### src/hdl/wiss_pkg.sv
// ----------------------------------------------------------------------------
// wiss_pkg
// shared types, field widths, element ids and helper functions for the
// information element ssid and security scanner
// ----------------------------------------------------------------------------
package wiss_pkg;

    localparam int DATA_W = 8;
    localparam int CHAR_W = 7;
    localparam int IDX_W  = 6;

    localparam logic [DATA_W-1:0] ID_SSID   = 8'd0;
    localparam logic [DATA_W-1:0] ID_RSN    = 8'd48;
    localparam logic [DATA_W-1:0] ID_VENDOR = 8'd221;

    localparam logic [DATA_W-1:0] OUI_LEN  = 8'd4;
    localparam logic [DATA_W-1:0] BODY_MAX = 8'd255;
    localparam logic [DATA_W-1:0] PRINT_LO = 8'd32;
    localparam logic [DATA_W-1:0] PRINT_HI = 8'd127;
    localparam logic [CHAR_W-1:0] SUB_CHAR = 7'd63;

    typedef enum logic [3:0] {
        ST_ID   = 4'b0001,
        ST_LEN  = 4'b0010,
        ST_BODY = 4'b0100,
        ST_EMIT = 4'b1000
    } t_state;

    // wpa vendor prefix 00 50 f2 01
    function automatic logic [DATA_W-1:0] oui_byte(input logic [1:0] idx);
        logic [DATA_W-1:0] v;
        case (idx)
            2'd0:    v = 8'h00;
            2'd1:    v = 8'h50;
            2'd2:    v = 8'hf2;
            default: v = 8'h01;
        endcase
        return v;
    endfunction

    function automatic logic [CHAR_W-1:0] sanitize(input logic [DATA_W-1:0] b);
        logic [CHAR_W-1:0] c;
        if (b >= PRINT_LO && b < PRINT_HI) begin
            c = b[CHAR_W-1:0];
        end else begin
            c = SUB_CHAR;
        end
        return c;
    endfunction

endpackage

### src/hdl/wiss_if.sv
// ----------------------------------------------------------------------------
// wiss_if
// valid/ready channels: element buffer bytes in, ssid characters out
// ----------------------------------------------------------------------------
interface wiss_in_if;
    import wiss_pkg::*;

    logic              valid;
    logic              ready;
    logic [DATA_W-1:0] data_byte;
    logic              byte_present;
    logic              is_last;

    modport source (output valid, output data_byte, output byte_present,
                    output is_last, input ready);
    modport sink   (input valid, input data_byte, input byte_present,
                    input is_last, output ready);
endinterface

interface wiss_out_if;
    import wiss_pkg::*;

    logic              valid;
    logic              ready;
    logic [CHAR_W-1:0] ssid_char;
    logic [IDX_W-1:0]  char_index;
    logic [IDX_W-1:0]  ssid_length;
    logic              is_secured;
    logic              run_end;

    modport source (output valid, output ssid_char, output char_index,
                    output ssid_length, output is_secured, output run_end,
                    input ready);
    modport sink   (input valid, input ssid_char, input char_index,
                    input ssid_length, input is_secured, input run_end,
                    output ready);
endinterface

### src/hdl/wiss_name_ram.sv
// ----------------------------------------------------------------------------
// wiss_name_ram
// ssid name store: one write port, one read port with registered data
// ----------------------------------------------------------------------------
module wiss_name_ram #(
    parameter int DEPTH = 63,
    parameter int AW    = 6
) (
    input  logic                       i_clk,
    input  logic                       i_we,
    input  logic [AW-1:0]              i_waddr,
    input  logic [wiss_pkg::CHAR_W-1:0] i_wdata,
    input  logic                       i_re,
    input  logic [AW-1:0]              i_raddr,
    output logic [wiss_pkg::CHAR_W-1:0] o_rdata
);
    import wiss_pkg::*;

    logic [CHAR_W-1:0] r_mem [DEPTH];
    logic [CHAR_W-1:0] r_rdata;

    always_ff @(posedge i_clk) begin
        if (i_we) begin
            r_mem[i_waddr] <= i_wdata;
        end
        if (i_re) begin
            r_rdata <= r_mem[i_raddr];
        end
    end

    assign o_rdata = r_rdata;

endmodule

### src/hdl/wlan_ie_ssid_security_scan_unit.sv
// ----------------------------------------------------------------------------
// wlan_ie_ssid_security_scan_unit
// parses a beacon information element buffer and reports ssid and security
// ----------------------------------------------------------------------------
// i_in carries one buffer byte per beat (byte_present) and marks the final
// beat with is_last; a beat with byte_present low only ends the buffer.
// while parsing, one beat is taken every cycle.
// the ssid body is sanitized and written into a name memory as it arrives;
// id, length and security tracking live in registers.
// after the last beat, intake stops and o_out delivers one beat per stored
// ssid character, or one beat with ssid_length 0 for a hidden network.
// the first character passes through the memory read register and then the
// output register; a hidden result goes straight into the output register.
// characters then follow one per cycle while o_out is not stalled, and intake
// stays paused until the readout of the ssid is over.
// a stall on o_out holds the output register and the read stage; no
// character is lost or repeated.
// after the beat flagged run_end is taken, the parser is back in its reset
// state and i_in.ready rises again.
// reset (i_rst_n low, synchronous) returns to expecting an element id with
// no name and no security; the name memory is not cleared.
// ----------------------------------------------------------------------------
module wlan_ie_ssid_security_scan_unit #(
    parameter int SSID_BYTES = 64
) (
    input  logic       i_clk,
    input  logic       i_rst_n,
    wiss_in_if.sink    i_in,
    wiss_out_if.source o_out
);
    import wiss_pkg::*;

    localparam int NAME_CAP = SSID_BYTES - 1;
    localparam int LW       = $clog2(SSID_BYTES);

    t_state            r_state, n_state;
    logic [DATA_W-1:0] r_elem_id, n_elem_id;
    logic [DATA_W-1:0] r_body_left, n_body_left;
    logic [DATA_W-1:0] r_body_pos, n_body_pos;
    logic              r_oui, n_oui;
    logic              r_secured, n_secured;
    logic [LW-1:0]     r_name_len, n_name_len;
    logic [LW-1:0]     r_pend, n_pend;
    logic [LW-1:0]     r_rd_idx, n_rd_idx;
    logic [LW-1:0]     r_q_idx, n_q_idx;
    logic              r_q_valid, n_q_valid;

    logic              r_out_valid, n_out_valid;
    logic [CHAR_W-1:0] r_out_char, n_out_char;
    logic [IDX_W-1:0]  r_out_idx, n_out_idx;
    logic [IDX_W-1:0]  r_out_len, n_out_len;
    logic              r_out_sec, n_out_sec;
    logic              r_out_end, n_out_end;

    logic              in_fire, out_fire, fin, q_move, issue;
    logic              wr_en;
    logic [CHAR_W-1:0] wr_data;
    logic [CHAR_W-1:0] rd_data;
    logic [DATA_W-1:0] b;

    assign b        = i_in.data_byte;
    assign in_fire  = i_in.valid && i_in.ready;
    assign out_fire = o_out.valid && o_out.ready;
    assign q_move   = r_q_valid && (!r_out_valid || o_out.ready);
    assign issue    = (r_state == ST_EMIT) && (r_rd_idx < r_name_len)
                      && (!r_q_valid || q_move);
    assign wr_data  = sanitize(b);

    wiss_name_ram #(
        .DEPTH (NAME_CAP),
        .AW    (LW)
    ) u_name_ram (
        .i_clk   (i_clk),
        .i_we    (wr_en),
        .i_waddr (r_pend),
        .i_wdata (wr_data),
        .i_re    (issue),
        .i_raddr (r_rd_idx),
        .o_rdata (rd_data)
    );

    // parser and readout sequencing
    always_comb begin
        n_state     = r_state;
        n_elem_id   = r_elem_id;
        n_body_left = r_body_left;
        n_body_pos  = r_body_pos;
        n_oui       = r_oui;
        n_secured   = r_secured;
        n_name_len  = r_name_len;
        n_pend      = r_pend;
        n_rd_idx    = r_rd_idx;
        n_q_idx     = r_q_idx;
        n_q_valid   = r_q_valid;
        wr_en       = 1'b0;
        fin         = 1'b0;

        if (in_fire && i_in.byte_present) begin
            case (r_state)
                ST_ID: begin
                    n_elem_id = b;
                    n_state   = ST_LEN;
                end
                ST_LEN: begin
                    n_body_left = b;
                    n_body_pos  = '0;
                    n_oui       = 1'b1;
                    n_pend      = '0;
                    if (b == '0) begin
                        fin = 1'b1;
                    end else begin
                        n_state = ST_BODY;
                    end
                end
                ST_BODY: begin
                    if (r_body_pos < OUI_LEN && b != oui_byte(r_body_pos[1:0])) begin
                        n_oui = 1'b0;
                    end
                    if (r_elem_id == ID_SSID && r_name_len == '0
                        && r_pend < LW'(NAME_CAP)) begin
                        wr_en  = 1'b1;
                        n_pend = r_pend + 1'b1;
                    end
                    if (r_body_pos != BODY_MAX) begin
                        n_body_pos = r_body_pos + 1'b1;
                    end
                    n_body_left = r_body_left - 1'b1;
                    if (r_body_left == 8'd1) begin
                        fin = 1'b1;
                    end
                end
                default: ;
            endcase
        end

        if (fin) begin
            n_state = ST_ID;
            if (r_elem_id == ID_SSID && r_name_len == '0) begin
                n_name_len = n_pend;
            end
            if (r_elem_id == ID_RSN) begin
                n_secured = 1'b1;
            end
            if (r_elem_id == ID_VENDOR && n_body_pos >= OUI_LEN && n_oui) begin
                n_secured = 1'b1;
            end
        end

        if (in_fire && i_in.is_last) begin
            n_state = ST_EMIT;
        end

        // read stage of the name memory
        if (issue) begin
            n_rd_idx  = r_rd_idx + 1'b1;
            n_q_idx   = r_rd_idx;
            n_q_valid = 1'b1;
        end else if (q_move) begin
            n_q_valid = 1'b0;
        end

        // final beat taken: back to reset state
        if (out_fire && r_out_end) begin
            n_state     = ST_ID;
            n_elem_id   = '0;
            n_body_left = '0;
            n_body_pos  = '0;
            n_oui       = 1'b1;
            n_secured   = 1'b0;
            n_name_len  = '0;
            n_pend      = '0;
            n_rd_idx    = '0;
        end
    end

    // output register
    always_comb begin
        n_out_valid = r_out_valid;
        n_out_char  = r_out_char;
        n_out_idx   = r_out_idx;
        n_out_len   = r_out_len;
        n_out_sec   = r_out_sec;
        n_out_end   = r_out_end;

        if (out_fire) begin
            n_out_valid = 1'b0;
        end
        if (q_move) begin
            n_out_valid = 1'b1;
            n_out_char  = rd_data;
            n_out_idx   = IDX_W'(r_q_idx);
            n_out_len   = IDX_W'(r_name_len);
            n_out_sec   = r_secured;
            n_out_end   = (r_q_idx == r_name_len - 1'b1);
        end else if (r_state == ST_EMIT && r_name_len == '0 && !r_out_valid) begin
            n_out_valid = 1'b1;
            n_out_char  = '0;
            n_out_idx   = '0;
            n_out_len   = '0;
            n_out_sec   = r_secured;
            n_out_end   = 1'b1;
        end
    end

    always_ff @(posedge i_clk) begin
        if (!i_rst_n) begin
            r_state     <= ST_ID;
            r_elem_id   <= '0;
            r_body_left <= '0;
            r_body_pos  <= '0;
            r_oui       <= 1'b1;
            r_secured   <= 1'b0;
            r_name_len  <= '0;
            r_pend      <= '0;
            r_rd_idx    <= '0;
            r_q_valid   <= 1'b0;
            r_out_valid <= 1'b0;
        end else begin
            r_state     <= n_state;
            r_elem_id   <= n_elem_id;
            r_body_left <= n_body_left;
            r_body_pos  <= n_body_pos;
            r_oui       <= n_oui;
            r_secured   <= n_secured;
            r_name_len  <= n_name_len;
            r_pend      <= n_pend;
            r_rd_idx    <= n_rd_idx;
            r_q_valid   <= n_q_valid;
            r_out_valid <= n_out_valid;
        end
    end

    always_ff @(posedge i_clk) begin
        r_q_idx    <= n_q_idx;
        r_out_char <= n_out_char;
        r_out_idx  <= n_out_idx;
        r_out_len  <= n_out_len;
        r_out_sec  <= n_out_sec;
        r_out_end  <= n_out_end;
    end

    assign i_in.ready        = (r_state != ST_EMIT);
    assign o_out.valid       = r_out_valid;
    assign o_out.ssid_char   = r_out_char;
    assign o_out.char_index  = r_out_idx;
    assign o_out.ssid_length = r_out_len;
    assign o_out.is_secured  = r_out_sec;
    assign o_out.run_end     = r_out_end;

    a_out_only_in_emit: assert property (@(posedge i_clk) disable iff (!i_rst_n)
        o_out.valid |-> r_state == ST_EMIT)
        else $error("result beat outside readout");

    a_clear_after_end: assert property (@(posedge i_clk) disable iff (!i_rst_n)
        (out_fire && r_out_end) |=> (r_state == ST_ID && r_name_len == '0
                                     && !r_q_valid && !r_out_valid))
        else $error("parser not cleared after final beat");

    a_name_len_cap: assert property (@(posedge i_clk) disable iff (!i_rst_n)
        r_name_len <= LW'(NAME_CAP) && r_pend <= LW'(NAME_CAP))
        else $error("name length beyond store depth");

    a_read_in_range: assert property (@(posedge i_clk) disable iff (!i_rst_n)
        r_q_valid |-> (r_q_idx < r_name_len && r_state == ST_EMIT))
        else $error("name read beyond stored length");

    a_secured_stable_in_emit: assert property (@(posedge i_clk) disable iff (!i_rst_n)
        (r_state == ST_EMIT && $past(r_state) == ST_EMIT && !$past(out_fire && r_out_end))
            |-> $stable(r_secured) && $stable(r_name_len))
        else $error("scan result changed during readout");

endmodule
### src/flat_wrapper.sv
// flat-port wrapper written by rule: the top's interface ports become plain ports
module wlan_ie_ssid_security_scan_unit_flat import wiss_pkg::*;
#(
    parameter int SSID_BYTES = 64
)
  (i_clk, i_rst_n, i_in_valid, i_in_data_byte, i_in_byte_present, i_in_is_last, i_in_ready, o_out_valid, o_out_ssid_char, o_out_char_index, o_out_ssid_length, o_out_is_secured, o_out_run_end, o_out_ready);
  wiss_in_if i_in_i ();
  wiss_out_if o_out_i ();
  input  logic i_clk;
  input  logic i_rst_n;
  input wire logic [$bits(i_in_i.valid)-1:0] i_in_valid;
  input wire logic [$bits(i_in_i.data_byte)-1:0] i_in_data_byte;
  input wire logic [$bits(i_in_i.byte_present)-1:0] i_in_byte_present;
  input wire logic [$bits(i_in_i.is_last)-1:0] i_in_is_last;
  output wire logic [$bits(i_in_i.ready)-1:0] i_in_ready;
  output wire logic [$bits(o_out_i.valid)-1:0] o_out_valid;
  output wire logic [$bits(o_out_i.ssid_char)-1:0] o_out_ssid_char;
  output wire logic [$bits(o_out_i.char_index)-1:0] o_out_char_index;
  output wire logic [$bits(o_out_i.ssid_length)-1:0] o_out_ssid_length;
  output wire logic [$bits(o_out_i.is_secured)-1:0] o_out_is_secured;
  output wire logic [$bits(o_out_i.run_end)-1:0] o_out_run_end;
  input wire logic [$bits(o_out_i.ready)-1:0] o_out_ready;
  assign i_in_i.valid = i_in_valid;
  assign i_in_i.data_byte = i_in_data_byte;
  assign i_in_i.byte_present = i_in_byte_present;
  assign i_in_i.is_last = i_in_is_last;
  assign i_in_ready = i_in_i.ready;
  assign o_out_valid = o_out_i.valid;
  assign o_out_ssid_char = o_out_i.ssid_char;
  assign o_out_char_index = o_out_i.char_index;
  assign o_out_ssid_length = o_out_i.ssid_length;
  assign o_out_is_secured = o_out_i.is_secured;
  assign o_out_run_end = o_out_i.run_end;
  assign o_out_i.ready = o_out_ready;
  wlan_ie_ssid_security_scan_unit #(.SSID_BYTES(SSID_BYTES)) u_core (.i_clk(i_clk), .i_rst_n(i_rst_n), .i_in(i_in_i), .o_out(o_out_i));
endmodule
### config.mk
export PLATFORM = sky130hd
export DESIGN_NAME = wlan_ie_ssid_security_scan_unit_flat
export DESIGN_NICKNAME = d
export VERILOG_FILES = /design/src/hdl/wiss_pkg.sv /design/src/hdl/wiss_if.sv /design/src/hdl/wiss_name_ram.sv /design/src/hdl/wlan_ie_ssid_security_scan_unit.sv /design/src/flat_wrapper.sv
export SDC_FILE = /design/constraint.sdc
export NUM_CORES = 1
export LEC_CHECK = 0
export ABC_AREA = 1
export BUFFER_PORTS_ARGS = -buffer_cell sky130_fd_sc_hd__buf_2
export CAP_MARGIN = 20
export CORE_MARGIN = 2
export CORE_UTILIZATION = 56
export CTS_CLUSTER_DIAMETER = 120
export CTS_CLUSTER_SIZE = 8
export DETAILED_ROUTE_END_ITERATION = 7
export PLACE_DENSITY_LB_ADDON = 0.3
export SLEW_MARGIN = 25
export SYNTH_ARGS = -nofsm -noshare
export SYNTH_HDL_FRONTEND = slang
export SYNTH_SLANG_ARGS = --single-unit
### constraint.sdc
create_clock -name i_clk -period 3 [get_ports i_clk]
set_input_delay 0.9 -clock i_clk [delete_from_list [all_inputs] [get_ports i_clk]]
set_output_delay 0.9 -clock i_clk [all_outputs]
set_load 0.005 [all_outputs]
==> metrics.md <==
| Metric | Value |
|---|---|
| Internal power | `0.0128 W` |
| Die height | `201 um` |
| Status | `completed` |
| Drt pass-1 iters | `6` |
| TritonCTS Buffers | `75` |
| Post-synthesis cell area | `21,800 um^2` |
| Fin. Hold Viols | `0` |
| Worst setup EP type | `register` |
| Ant. Diodes | `0` |
| Area share of the largest cell type after synthesis | `65.5%` |
| Seq/Total Area, Yosys | `70.1%` |
| Ports | `37` |
| Ys Warns | `0` |
| Overall routing resource usage | `27.3%` |
| DRC viols | `0` |
| RSZ-0062 raised after global routing | `false` |
| DRT iter0 DRCs | `2,128` |
| Worst IR Drop VDD | `421 uV` |
| Number of enable flip-flop cells after synthesis | `475` |
| Mapped Cells | `1,889` |
| Num rows | `72` |
| # setup viols final | `0` |
| Nets | `2,036` |
| Number of global-route vias before repair | `15,100` |
| Final period utilization | `93.2%` |
| Cell Pwr Density | `629 nW/um^2` |
| WP data arrival | `3.09 ns` |
| Synth cell types | `41` |
| Starting Density | `56.5%` |
| Min-Delay Path Class | `register to register` |
| Seq pwr share | `50.1%` |
| Fin area | `25,400 um^2` |
| Hold buffers post-CTS | `0` |
| Crit-path max FO | `8` |
| Final Wtd Congestion | `0.906` |
| Critical path required time | `3.30 ns` |
| Worst setup SP type | `register` |
| Smallest hold slack | `0.438 ns` |
| Total gr overflow | `0` |
| Bufs on Longest Clock Path | `3` |
| Sw Ratio | `20.1%` |
| Largest net degree at the start of global routing | `112` |
| Routed length per placed instance | `21.5 um` |
| Slew Limit Fails | `0` |
| Combinational fraction of design power | `2.2%` |
| PortBufs | `36` |
| Worst slew pin tran | `0.795 ns` |
| CTS Sinks | `525` |
| Clock share of power | `47.6%` |
| H-tree levels | `3` |
| Detailed-placement wirelength estimate | `33,500 um` |
| Fraction of layout cells with a size suffix above 1 | `13.4%` |
| Max Clock Freq | `358 MHz` |
| FF+latch count, synth | `525` |
| Via density | `6.05` |
| Register Area | `15,300 um^2` |
| Initial antenna violation count | `1` |
| Rel. slew slack | `47.0%` |
| Syn nets | `1,915` |
| Setup TNS | `0 ns` |
| Util after Layout | `65.9%` |
| DRT Wirelength | `55,100 um` |
| Top post-synthesis cells by area | `edfxtp_1 (65%), nor2_1 (6.1%), o21ai_0 (6.1%), dfxtp_1 (4.6%), nand2_1 (3.2%)` |
| Root Buffer | `clkbuf_16` |
| Floorplan core area | `38,600 um^2` |
| Total number of vias | `15,500` |
| Clock Latency Late Sink | `0.59 ns` |
| Max-cap violations | `0` |
| Clock transition at path regs | `0.05 ns` |
| Die ar. | `40,500 um^2` |
| Leakage | `9.13 nW` |
| Top FF cell, synth | `edfxtp_1` |
| P&R area growth vs syn | `16.6%` |
| Setup CP Type | `register to register` |
| Clock Skew | `0.0220 ns` |
| Die X | `201 um` |
| Layout fillers | `2,827` |
| Minimum clock period | `2.80 ns` |
| Pre-CTS WS | `0.233 ns` |
| Largest area contributor in the netlist | `edfxtp_1` |
| PnR worst setup slack | `0.204 ns` |
| Net Sw Power | `0.00320 W` |
| Area occupied by multi-input gates | `5760 um^2` |
| TritonCTS clock tree | `done` |
| Routed Antenna Nets | `0` |
| First-pass GRT wire length | `84,600 um` |
| Async SR Flop Fraction | `0%` |
| Placed cell areas | `23,300 um^2` |
| Syn_area_per_cell | `11.5 um^2` |
registers in the layout, summed over array words and instances (netlist names):
| signal | flops |
|---|---|
| u_core.u_name_ram.r_mem | 441 |
| u_core.r_oui | 1 |
| u_core.u_name_ram.o_rdata | 7 |
| u_core.r_body_pos | 8 |
| u_core.o_out.run_end | 1 |
| u_core.o_out.char_index | 6 |
| u_core.r_name_len | 6 |
| u_core.o_out.ssid_length | 6 |
| u_core.r_q_idx | 6 |
| u_core.o_out.is_secured | 1 |
| u_core.r_rd_idx | 6 |
| u_core.r_body_left | 8 |
| u_core.r_elem_id | 8 |
| u_core.o_out.ssid_char | 7 |
| u_core.o_out.valid | 1 |
| u_core.r_state | 4 |
| u_core.r_pend | 6 |
| u_core.r_q_valid | 1 |
| u_core.r_secured | 1 |
synthesized netlist by cell type, types with 17 or more instances:
master	n
o22ai_1	60
o211ai_1	17
edfxtp_1	475
a21oi_1	57
o221ai_1	40
buf_2	24
nand4_1	22
o21ai_0	265
nand2_1	188
clkbuf_1	82
nor2_1	354
nand3_1	73
dfxtp_1	50
inv_1	96
metrics by stage:
stage	power, W	std cells
floorplan	0.00832	1889
global placement	0.00849	2451
detailed placement	0.00850	2451
CTS	0.0161	2559
global route	0.0164	2559
finish	0.0160	2559
metal layers:
metal	vias to the layer above	track usage, %	wire, um
li1	7052	-	-
met2	828	44.8	26500
met3	137	5.10	5260
met5	-	0	0
met4	0	11.1	1800
met1	7466	36.1	21500
worst max-delay path: stages, from the launching register on:
cell	delay, ns
dfxtp_1	0.32
inv_1	0.12
ha_1	0.21
nand2_1	0.09
nor2_2	0.12
nand3_1	0.16
nand3b_4	0.22
a21oi_4	0.23
inv_4	0.10
nor2_4	0.16
nand3_2	0.33
nor2_1	0.25
buf_4	0.19
final timing paths:
kind | end | start | depth (start not counted) | slack (ns)
worst max-delay path | u_core.u_name_ram.r_mem[28][0] | u_core.r_name_len[0] | 12 | 0.20
worst min-delay path | u_core.o_out.is_secured | u_core.r_secured | 0 | 0.44
worst max register to register | u_core.u_name_ram.r_mem[28][0] | u_core.r_name_len[0] | 12 | 0.20
worst min register to register | u_core.o_out.is_secured | u_core.r_secured | 0 | 0.44
placed cells by master (no fill, tap or decap), types with 2 or more instances in the layout:
cell type  Yosys  final
a211oi_1       3      3
a21boi_0       2      2
a21oi_1       57     57
a31oi_1        7      7
and2_1         2      2
buf_12         0     15
buf_2         24     36
buf_4          1    101
clkbuf_1      82     25
clkbuf_16      0     78
dfxtp_1       50     48
dfxtp_4        0      2
edfxtp_1     475    475
ha_1          12     12
inv_1         96     94
inv_2          1      2
inv_6          0      3
nand2_1      188    181
nand2_2        0      7
nand3_1       73     73
nand3_2        6      5
nand4_1       22     22
nor2_1       354    350
nor2_2         3      6
nor2_4         2      3
nor3_1        13     13
nor3_2         2      2
nor4_1         4      4
o211ai_1      17     17
o21ai_0      265    265
o221ai_1      40     40
o22ai_1       60     60
or2_2          3      3
xnor2_1        4      4
xor2_1        10     10
power by group through the flow:
stage | Combinational, W | Clock (W) | Sequential [W]
floorplan | 0.000174 | 0 | 0.00815
global placement | 0.000350 | 0 | 0.00814
finish | 0.000359 | 0.00761 | 0.00801
global route | 0.000384 | 0.00801 | 0.00800
CTS | 0.000354 | 0.00770 | 0.00801
detailed placement | 0.000354 | 0 | 0.00814
logic make-up after synthesis:
logic type | share of synthesized area, %
compound gates | 11.9
xor+xnor | 0.563
fa+ha+maj | 0.689
buf+inv | 3.73
flops | 70.1
simple gates | 13.1
repair_timing:
action / CTS / global route
gates resized for setup: 0 / 4
setup endpoints to repair: 0 / 54
buffers inserted: 0 / 0
final cells by class:
| type | instances | area share [%] |
|---|---|---|
| clock buffers | 103 | 8.05 |
| clock inverters | 5 | 0.231 |
| inverters | 99 | 1.49 |
| multi-input cells | 1157 | 22.7 |
| flip-flops and latches | 525 | 60.1 |
| well taps | 518 | 2.55 |
| repair buffers | 152 | 4.88 |
(Power assumes the default switching activity.)
